<file path="src/clct_pkg.sv">
// Shared types and constants for the leap-compensated timebase.
// Holds the sequencer states, the multiply-divide unit handshake structs and
// the register and operation codes. Depends on nothing.
package clct_pkg;

    // Configuration register indexes
    localparam logic [1:0] CFG_FREQ     = 2'd0;
    localparam logic [1:0] CFG_HIGH_RES = 2'd1;
    localparam logic [1:0] CFG_THRESH   = 2'd2;

    // Operation codes carried by an item
    localparam logic [1:0] OP_QUERY_MS = 2'd0;
    localparam logic [1:0] OP_QUERY_US = 2'd1;
    localparam logic [1:0] OP_RESTART  = 2'd2;
    localparam logic [1:0] OP_UNUSED   = 2'd3;

    localparam logic [31:0] FREQ_RESET   = 32'd10000000;
    localparam logic        HIGH_RES_RESET = 1'b1;
    localparam logic [15:0] THRESH_RESET = 16'd500;

    localparam logic [31:0] MS_PER_S = 32'd1000;
    localparam logic [31:0] US_PER_S = 32'd1000000;

    localparam int MAG_W    = 64;
    localparam int MUL_W    = 32;
    localparam int DIV_W    = 32;
    localparam int PROD_W   = MAG_W + MUL_W;
    localparam int MD_CNT_W = $clog2(PROD_W);
    localparam int REF_US_W = 42;

    localparam logic [MD_CNT_W-1:0] MUL_LAST = MD_CNT_W'(MUL_W - 1);
    localparam logic [MD_CNT_W-1:0] DIV_LAST = MD_CNT_W'(PROD_W - 1);

    localparam logic [63:0] SAT_MAX = 64'h7FFF_FFFF_FFFF_FFFF;
    localparam logic [63:0] SAT_MIN = 64'h8000_0000_0000_0000;

    typedef enum logic [3:0] {
        S_IDLE,
        S_DECODE,
        S_MS_START,
        S_MS_WAIT,
        S_CHECK,
        S_OFF_START,
        S_OFF_WAIT,
        S_MIN,
        S_ADJ,
        S_RES_START,
        S_RES_WAIT,
        S_DONE
    } t_state;

    typedef enum logic [1:0] {
        MD_IDLE,
        MD_MUL,
        MD_DIV,
        MD_DONE
    } t_md_phase;

    typedef struct packed {
        logic             start;
        logic [MAG_W-1:0] mag;
        logic [MUL_W-1:0] mul;
        logic [DIV_W-1:0] dvs;
    } t_md_req;

    typedef struct packed {
        logic              done;
        logic [PROD_W-1:0] quot;
    } t_md_rsp;

endpackage

</file>
<file path="src/clct_muldiv.sv">
// Bit-serial multiply-divide unit: quot = mag * mul / dvs, unsigned, full-width product, quotient rounded down.
// Shift-and-add multiply one multiplier bit a cycle, then restoring division
// one quotient bit a cycle. Depends on clct_pkg.
module clct_muldiv import clct_pkg::*; (
    input  logic    i_clk,
    input  logic    i_rst_n,
    input  t_md_req i_req,
    output t_md_rsp o_rsp
);

    t_md_phase           r_phase;
    t_md_phase           n_phase;
    logic [MD_CNT_W-1:0] r_cnt;
    logic [PROD_W-1:0]   r_acc;
    logic [MAG_W-1:0]    r_mag;
    logic [MUL_W-1:0]    r_mul;
    logic [DIV_W-1:0]    r_dvs;
    logic [DIV_W-1:0]    r_rem;

    logic [DIV_W:0]      w_trial;
    logic                w_fits;
    logic [PROD_W-1:0]   w_addend;

    // The dividend leaves the top of the accumulator while quotient bits enter at the bottom.
    assign w_trial  = {r_rem, r_acc[PROD_W-1]};
    assign w_fits   = w_trial >= {1'b0, r_dvs};
    assign w_addend = r_mul[MUL_W-1] ? {{(PROD_W-MAG_W){1'b0}}, r_mag} : '0;

    always_comb begin
        n_phase = r_phase;
        unique case (r_phase)
            MD_IDLE: if (i_req.start) n_phase = MD_MUL;
            MD_MUL:  if (r_cnt == MUL_LAST) n_phase = MD_DIV;
            MD_DIV:  if (r_cnt == DIV_LAST) n_phase = MD_DONE;
            MD_DONE: n_phase = MD_IDLE;
            default: n_phase = MD_IDLE;
        endcase
    end

    always_comb begin
        o_rsp.done = (r_phase == MD_DONE);
        o_rsp.quot = r_acc;
    end

    always_ff @(posedge i_clk) begin
        if (!i_rst_n) begin
            r_phase <= MD_IDLE;
            r_cnt   <= '0;
        end else begin
            r_phase <= n_phase;
            if (r_phase != n_phase) begin
                r_cnt <= '0;
            end else begin
                r_cnt <= r_cnt + MD_CNT_W'(1);
            end
        end
    end

    always_ff @(posedge i_clk) begin
        unique case (r_phase)
            MD_IDLE: begin
                if (i_req.start) begin
                    r_acc <= '0;
                    r_rem <= '0;
                    r_mag <= i_req.mag;
                    r_mul <= i_req.mul;
                    r_dvs <= i_req.dvs;
                end
            end
            MD_MUL: begin
                r_acc <= (r_acc << 1) + w_addend;
                r_mul <= r_mul << 1;
            end
            MD_DIV: begin
                r_rem <= w_fits ? DIV_W'(w_trial - {1'b0, r_dvs}) : w_trial[DIV_W-1:0];
                r_acc <= {r_acc[PROD_W-2:0], w_fits};
            end
            MD_DONE: begin
            end
            default: begin
            end
        endcase
    end

endmodule

</file>
<file path="src/clct_seq.sv">
// Sequencer of the timebase: holds the start point and last elapsed count and
// steps one item through the conversions on the shared multiply-divide unit.
// Depends on clct_pkg.
module clct_seq import clct_pkg::*; (
    input  logic        i_clk,
    input  logic        i_rst_n,
    input  logic        i_in_valid,
    output logic        o_in_ready,
    input  logic [1:0]  i_op,
    input  logic [62:0] i_sample,
    input  logic [31:0] i_ref,
    input  logic [31:0] i_freq,
    input  logic        i_high_res,
    input  logic [15:0] i_thresh,
    input  logic        i_out_free,
    output logic        o_push,
    output logic [63:0] o_elapsed,
    output logic        o_leap,
    output t_md_req     o_md_req,
    input  t_md_rsp     i_md_rsp
);

    t_state        r_state;
    t_state        n_state;

    logic [63:0]   r_start_count;
    logic [31:0]   r_start_ref;
    logic [63:0]   r_last;

    logic [1:0]    r_op;
    logic [62:0]   r_sample;
    logic [31:0]   r_ref;
    logic [63:0]   r_now;
    logic [31:0]   r_off;
    logic [63:0]   r_since;
    logic [63:0]   r_byoff;
    logic [63:0]   r_adj;
    logic [63:0]   r_result;
    logic          r_leap;

    logic [31:0]         w_freq;
    logic [63:0]         w_now_abs;
    logic [31:0]         w_off_abs;
    logic [31:0]         w_ms32;
    logic signed [32:0]  w_off_ext;
    logic signed [32:0]  w_thr_ext;
    logic                w_exceed;
    logic                w_bypass;
    logic [REF_US_W-1:0] w_ref_us;

    function automatic logic [63:0] f_saturate(input logic [PROD_W-1:0] q, input logic neg);
        logic        hi_zero;
        logic [63:0] res;
        hi_zero = (q[PROD_W-1:64] == '0);
        if (neg) begin
            if (!hi_zero || q[63:0] > SAT_MIN) res = SAT_MIN;
            else res = 64'd0 - q[63:0];
        end else begin
            if (!hi_zero || q[63]) res = SAT_MAX;
            else res = q[63:0];
        end
        return res;
    endfunction

    // A frequency of zero counts as one.
    assign w_freq    = (i_freq == '0) ? 32'd1 : i_freq;
    assign w_now_abs = r_now[63] ? 64'd0 - r_now : r_now;
    assign w_off_abs = r_off[31] ? 32'd0 - r_off : r_off;
    assign w_ms32    = r_now[63] ? 32'd0 - i_md_rsp.quot[31:0] : i_md_rsp.quot[31:0];
    assign w_off_ext = $signed({r_off[31], r_off});
    assign w_thr_ext = $signed({17'd0, i_thresh});
    assign w_exceed  = (w_off_ext > w_thr_ext) || (w_off_ext < -w_thr_ext);
    assign w_bypass  = (r_op == OP_RESTART) || (r_op == OP_UNUSED) || !i_high_res;
    assign w_ref_us  = REF_US_W'(r_ref) * REF_US_W'(MS_PER_S);

    always_comb begin
        n_state = r_state;
        unique case (r_state)
            S_IDLE:      if (i_in_valid) n_state = S_DECODE;
            S_DECODE:    n_state = w_bypass ? S_DONE : S_MS_START;
            S_MS_START:  n_state = S_MS_WAIT;
            S_MS_WAIT:   if (i_md_rsp.done) n_state = S_CHECK;
            S_CHECK:     n_state = w_exceed ? S_OFF_START : S_RES_START;
            S_OFF_START: n_state = S_OFF_WAIT;
            S_OFF_WAIT:  if (i_md_rsp.done) n_state = S_MIN;
            S_MIN:       n_state = S_ADJ;
            S_ADJ:       n_state = S_RES_START;
            S_RES_START: n_state = S_RES_WAIT;
            S_RES_WAIT:  if (i_md_rsp.done) n_state = S_DONE;
            S_DONE:      if (i_out_free) n_state = S_IDLE;
            default:     n_state = S_IDLE;
        endcase
    end

    always_comb begin
        o_in_ready     = (r_state == S_IDLE);
        o_push         = (r_state == S_DONE) && i_out_free;
        o_elapsed      = r_result;
        o_leap         = r_leap;
        o_md_req.start = 1'b0;
        o_md_req.mag   = w_now_abs;
        o_md_req.mul   = MS_PER_S;
        o_md_req.dvs   = w_freq;
        unique case (r_state)
            S_MS_START: begin
                o_md_req.start = 1'b1;
            end
            S_OFF_START: begin
                o_md_req.start = 1'b1;
                o_md_req.mag   = {32'd0, w_off_abs};
                o_md_req.mul   = w_freq;
                o_md_req.dvs   = MS_PER_S;
            end
            S_RES_START: begin
                o_md_req.start = 1'b1;
                o_md_req.mul   = (r_op == OP_QUERY_MS) ? MS_PER_S : US_PER_S;
            end
            default: begin
            end
        endcase
    end

    always_ff @(posedge i_clk) begin
        if (!i_rst_n) begin
            r_state       <= S_IDLE;
            r_start_count <= '0;
            r_start_ref   <= '0;
            r_last        <= '0;
        end else begin
            r_state <= n_state;
            unique case (r_state)
                S_DECODE: begin
                    if (r_op == OP_RESTART) begin
                        r_start_count <= {1'b0, r_sample};
                        r_start_ref   <= r_ref;
                        r_last        <= '0;
                    end
                end
                S_ADJ:       r_start_count <= r_start_count + r_adj;
                S_RES_START: r_last <= r_now;
                default: begin
                end
            endcase
        end
    end

    always_ff @(posedge i_clk) begin
        unique case (r_state)
            S_IDLE: begin
                if (i_in_valid) begin
                    r_op     <= i_op;
                    r_sample <= i_sample;
                    r_ref    <= i_ref;
                end
            end
            S_DECODE: begin
                r_leap <= 1'b0;
                if ((r_op == OP_RESTART) || (r_op == OP_UNUSED)) begin
                    r_result <= '0;
                end else if (!i_high_res) begin
                    r_result <= (r_op == OP_QUERY_MS) ? {32'd0, r_ref}
                                                      : {{(64-REF_US_W){1'b0}}, w_ref_us};
                end
                r_now <= {1'b0, r_sample} - r_start_count;
            end
            S_MS_WAIT: begin
                if (i_md_rsp.done) r_off <= w_ms32 - (r_ref - r_start_ref);
            end
            S_CHECK: begin
                if (w_exceed) begin
                    r_leap  <= 1'b1;
                    r_since <= r_now - r_last;
                end
            end
            S_OFF_WAIT: begin
                if (i_md_rsp.done) begin
                    r_byoff <= r_off[31] ? 64'd0 - i_md_rsp.quot[63:0] : i_md_rsp.quot[63:0];
                end
            end
            S_MIN: begin
                r_adj <= ($signed(r_byoff) < $signed(r_since)) ? r_byoff : r_since;
            end
            S_ADJ: begin
                r_now <= r_now - r_adj;
            end
            S_RES_WAIT: begin
                if (i_md_rsp.done) r_result <= f_saturate(i_md_rsp.quot, r_now[63]);
            end
            default: begin
            end
        endcase
    end

endmodule

</file>
<file path="src/counter_leap_compensated_timebase.sv">
// Leap-compensated timebase. A restart, unused-op or low-resolution item needs no conversion;
// a query takes two conversions, three with a leap correction. One item is in flight at a
// time; the next is accepted the cycle after the result is registered. Each conversion runs
// on the shared bit-serial multiply-divide unit: 32 multiply and 96 divide steps. Reset
// restores the register defaults, clears the start point and last elapsed count and drops
// any result.
module counter_leap_compensated_timebase import clct_pkg::*; (
    input  logic               i_clk,
    input  logic               i_rst_n,
    input  logic               i_valid,
    output logic               o_ready,
    input  logic [1:0]         i_op,
    input  logic [62:0]        i_counter_sample,
    input  logic [31:0]        i_reference_ms,
    output logic               o_valid,
    input  logic               i_ready,
    output logic signed [63:0] o_elapsed_time,
    output logic               o_leap_corrected,
    input  logic               i_cfg_we,
    input  logic [1:0]         i_cfg_index,
    input  logic [31:0]        i_cfg_data
);

    logic [31:0] r_freq;
    logic        r_high_res;
    logic [15:0] r_thresh;

    logic        r_out_valid;
    logic [63:0] r_elapsed;
    logic        r_leap;

    logic        w_out_free;
    logic        w_push;
    logic [63:0] w_elapsed;
    logic        w_leap;
    t_md_req     w_md_req;
    t_md_rsp     w_md_rsp;

    always_ff @(posedge i_clk) begin
        if (!i_rst_n) begin
            r_freq     <= FREQ_RESET;
            r_high_res <= HIGH_RES_RESET;
            r_thresh   <= THRESH_RESET;
        end else if (i_cfg_we) begin
            unique case (i_cfg_index)
                CFG_FREQ:     r_freq     <= i_cfg_data;
                CFG_HIGH_RES: r_high_res <= i_cfg_data[0];
                CFG_THRESH:   r_thresh   <= i_cfg_data[15:0];
                default: begin
                end
            endcase
        end
    end

    // The output register lets the next item start while a result waits to be taken.
    assign w_out_free = !r_out_valid || i_ready;

    always_ff @(posedge i_clk) begin
        if (!i_rst_n) begin
            r_out_valid <= 1'b0;
        end else if (w_push) begin
            r_out_valid <= 1'b1;
        end else if (i_ready) begin
            r_out_valid <= 1'b0;
        end
    end

    always_ff @(posedge i_clk) begin
        if (w_push) begin
            r_elapsed <= w_elapsed;
            r_leap    <= w_leap;
        end
    end

    clct_seq u_seq (
        .i_clk      (i_clk),
        .i_rst_n    (i_rst_n),
        .i_in_valid (i_valid),
        .o_in_ready (o_ready),
        .i_op       (i_op),
        .i_sample   (i_counter_sample),
        .i_ref      (i_reference_ms),
        .i_freq     (r_freq),
        .i_high_res (r_high_res),
        .i_thresh   (r_thresh),
        .i_out_free (w_out_free),
        .o_push     (w_push),
        .o_elapsed  (w_elapsed),
        .o_leap     (w_leap),
        .o_md_req   (w_md_req),
        .i_md_rsp   (w_md_rsp)
    );

    clct_muldiv u_muldiv (
        .i_clk   (i_clk),
        .i_rst_n (i_rst_n),
        .i_req   (w_md_req),
        .o_rsp   (w_md_rsp)
    );

    assign o_valid          = r_out_valid;
    assign o_elapsed_time   = $signed(r_elapsed);
    assign o_leap_corrected = r_leap;

endmodule
</file>
<file path="config.mk">
export PLATFORM = sky130hd
export DESIGN_NAME = counter_leap_compensated_timebase
export DESIGN_NICKNAME = d
export VERILOG_FILES = /design/src/clct_pkg.sv /design/src/clct_muldiv.sv /design/src/clct_seq.sv /design/src/counter_leap_compensated_timebase.sv
export SDC_FILE = /design/constraint.sdc
export NUM_CORES = 2
export LEC_CHECK = 0
export BUFFER_PORTS_ARGS = -buffer_cell sky130_fd_sc_hd__buf_2
export CORE_MARGIN = 4
export CORE_UTILIZATION = 58
export DETAILED_ROUTE_END_ITERATION = 7
export PLACE_DENSITY = 0.83
export REMOVE_ABC_BUFFERS = 1
export SYNTH_ARGS = -nofsm -noshare
export SYNTH_HDL_FRONTEND = slang
export SYNTH_HIERARCHICAL = 1
export SYNTH_SLANG_ARGS = --single-unit
</file>
<file path="constraint.sdc">
create_clock -name i_clk -period 8.7 [get_ports i_clk]
set_input_delay 1.74 -clock i_clk [delete_from_list [all_inputs] [get_ports i_clk]]
set_output_delay 1.74 -clock i_clk [all_outputs]
set_load 0.03 [all_outputs]
</file>
==> impl_metrics.yaml <==
sta:
  slew_viol_final: 0
  min_period_over_period: 0.763
  setup_violations: 0
  worst_slack_ns: 2.06
  layout_min_cycle_time_ns: 6.64
  slew_headroom: 0.129
  finClkSkew_ns: 0.0466
  rsz0062_at_grt: "no"
  worst_pin_slew_ns: 1.27
  finalHoldViolations: 0
  timing.fmax_mhz: 151
floorplanning:
  dieArea_mm2: 0.135
  pin_count: 203
  fp.dieW_um: 368
  row_count: 131
  core-area_mm2: 0.128
  die_y_um: 368
  start_util: 0.586
worst_setup_path:
  cp_cell_sequence: "inv_1 -> ha_1 -> or3b_1 -> or3_1 -> or3_1 -> or3_1 -> or3_1 -> or3_1 -> nand2_1 -> xor2_1 -> fa_1 -> inv_1 -> ha_1 -> and2_1 -> a22o_1 -> a31oi_1 -> o2111ai_1 -> a31oi_1 -> o21ai_0 -> a41oi_1 -> o31ai_1 -> a21oi_1 -> xnor2_1"
  start_kind: "register"
  worstSetupPathType: "reg -> reg"
  cpMaxStageDelayCell: "edfxtp_1"
  path_common_cell: "or3_1"
  crit_required_ns: 9.19
  arrival_ns: 7.13
  critPathMaxStageDelay_ns: 0.51
  r2r_cells: 23
  cp-end-kind: "register"
  crit_path_max_fanout: 7
global_routing:
  grt_max_degree: 89
  grt_pass1_wl_mm: 341
  grt-ovfl-total: 0
  grt_pass1_vias: 61625
  track_usage: 0.312
  antenna_found_initial: 1
placement:
  hpwl_mm: 163
  post-place-ws_ns: 2.12
  gp_congestion: 0.997
  io_buffers: 202
clock_tree:
  cts_tree: "built"
  root_buffer: "clkbuf_16"
  htreeDepth: 3
  cts.sinks: 994
  cts_buffers: 112
  clkTransAtPathRegs_ns: 0.06
  cts_setup_buffers: 0
  clock_path_buffers: 3
  ctsHoldBuffers: 0
  cts_resized: 0
  clock_latency_ns: 0.75
finish:
  drive_gt1_frac: 0.0818
  final_cell_mix: "nand2_1, edfxtp_1, inv_1"
  seq_area_mm2: 0.0276
  final_common_cell: "nand2_1"
  multi_input_area_mm2: 0.0434
  num-fill-cells: 10394
  area_growth_syn_to_layout_pct: 8.27
  fin_nets: 9076
route:
  drt-initial-drc-count: 6853
  via_count: 63089
  ant_nets: 0
  wl_per_cell_um: 21.6
  drc: 24
  first_pass_iters: 8
  detail_route.vias_per_cell: 6.29
  totalWireLength_mm: 217
hold_path:
  worstHoldPathCells: 0
  hold_path.class: "reg -> reg"
status:
  violations: "design-rule violations"
  status: "finished, violations left"
synthesis:
  synth_top_area_share: 0.309
  synth_top_area_cell: "edfxtp_1"
  avgSynthCellArea_um2: 9.14
  syn_area_mm2: 0.0750
  ys_types: 105
  synth_flop_cell: "edfxtp_1"
  seq_area_frac_synth: 0.368
  synth_area_leaders: "edfxtp_1, ha_1, dfxtp_1"
  synth-edff-count: 771
  postSynthCellCount: 8206
  synthArstFlopShare: 0
  ys_ff_latch: 994
  yosys_warnings: 6
run:
  drv_cap: 0
==> path summary, 6_finish.rpt <==
path / from / end / slack [ns]
worst max-delay path: u_muldiv/r_acc[1]$_DFFE_PP_ / u_seq/r_off[31]$_DFFE_PP_ / 2.06
worst min-delay path: u_seq/o_elapsed[53]$_SDFFCE_PN0P_ / o_elapsed_time[53]$_DFFE_PP_ / 0.42
worst max register to register: u_muldiv/r_acc[1]$_DFFE_PP_ / u_seq/r_off[31]$_DFFE_PP_ / 2.06
worst min register to register: u_seq/o_elapsed[53]$_SDFFCE_PN0P_ / o_elapsed_time[53]$_DFFE_PP_ / 0.42
==> layer usage <==
layer	vias up	share of wire	global-route usage
li1	29460	-	-
met1	30270	0.42	0.433
met2	2891	0.45	0.499
met3	468	0.087	0.0422
met4	0	0.042	0.119
met5	-	0	0
==> metrics by stage <==
step                      TNS, ns  cells  cell area (µm²)  utilization  hold slack, ns
after CTS                       0  10030            81200        0.635           0.421
final                           0  10034            81200        0.635           0.420
after floorplan            -21.63   7825            73500            -           0.400
after global routing            0  10030            81200        0.635           0.437
after global placement          0   9816            77300        0.604           0.406
after detailed placement        0   9816            77300        0.604           0.407
==> worst max-delay path: cells and delay by family, from the launching register on <==
family / cells / cell delay (ns)
fa+ha+maj: 3 / 1.08
xor+xnor: 2 / 0.17
simple gates: 8 / 2.81
buf+inv: 2 / 0.16
flops: 1 / 0.51
compound gates: 8 / 1.66
==> flip-flops by register name, indices dropped and copies added, names as in the netlist, 63 cells and up <==
| register | flops |
|---|---|
| o_elapsed_time | 64 |
| u_muldiv/r_acc | 96 |
| u_muldiv/r_mag | 64 |
| u_seq/o_elapsed | 64 |
| u_seq/r_adj | 64 |
| u_seq/r_byoff | 64 |
| u_seq/r_last | 64 |
| u_seq/r_now | 64 |
| u_seq/r_sample | 63 |
| u_seq/r_since | 64 |
| u_seq/r_start_count | 64 |
==> synth_stat cells (103+ instances only) <==
master      n
a21oi_1   677
ha_1      584
mux2i_1   103
mux2_2    115
clkbuf_1  319
edfxtp_1  771
nor3_1    105
o211ai_1  105
xnor2_1   323
dfxtp_1   223
and2_1    121
inv_1     709
nor2_1    546
nand3_1   204
fa_1      155
o21ai_0   396
nand2_1   840
xor2_1    228
a21o_1    248
nand4_1   114
==> cell type report <==
class | instances | share of cell area
multi-input cells | 6120 | 0.534
well taps | 1729 | 0.0266
diodes | 4 | 0.000123
inverters | 711 | 0.0329
repair buffers | 262 | 0.0182
flip-flops and latches | 994 | 0.340
clock buffers | 148 | 0.0382
clock inverters | 66 | 0.00966
==> logic make-up after synthesis <==
logic type	Yosys count	share of synthesized area
buf+inv	1092	0.0555
mux	218	0.0310
flops	994	0.368
xor+xnor	551	0.0643
compound gates	2151	0.185
simple gates	2461	0.157
fa+ha+maj	739	0.139
Power is not shown: default switching activity piles up to over one toggle a cycle in this logic, so the estimate is an artifact.
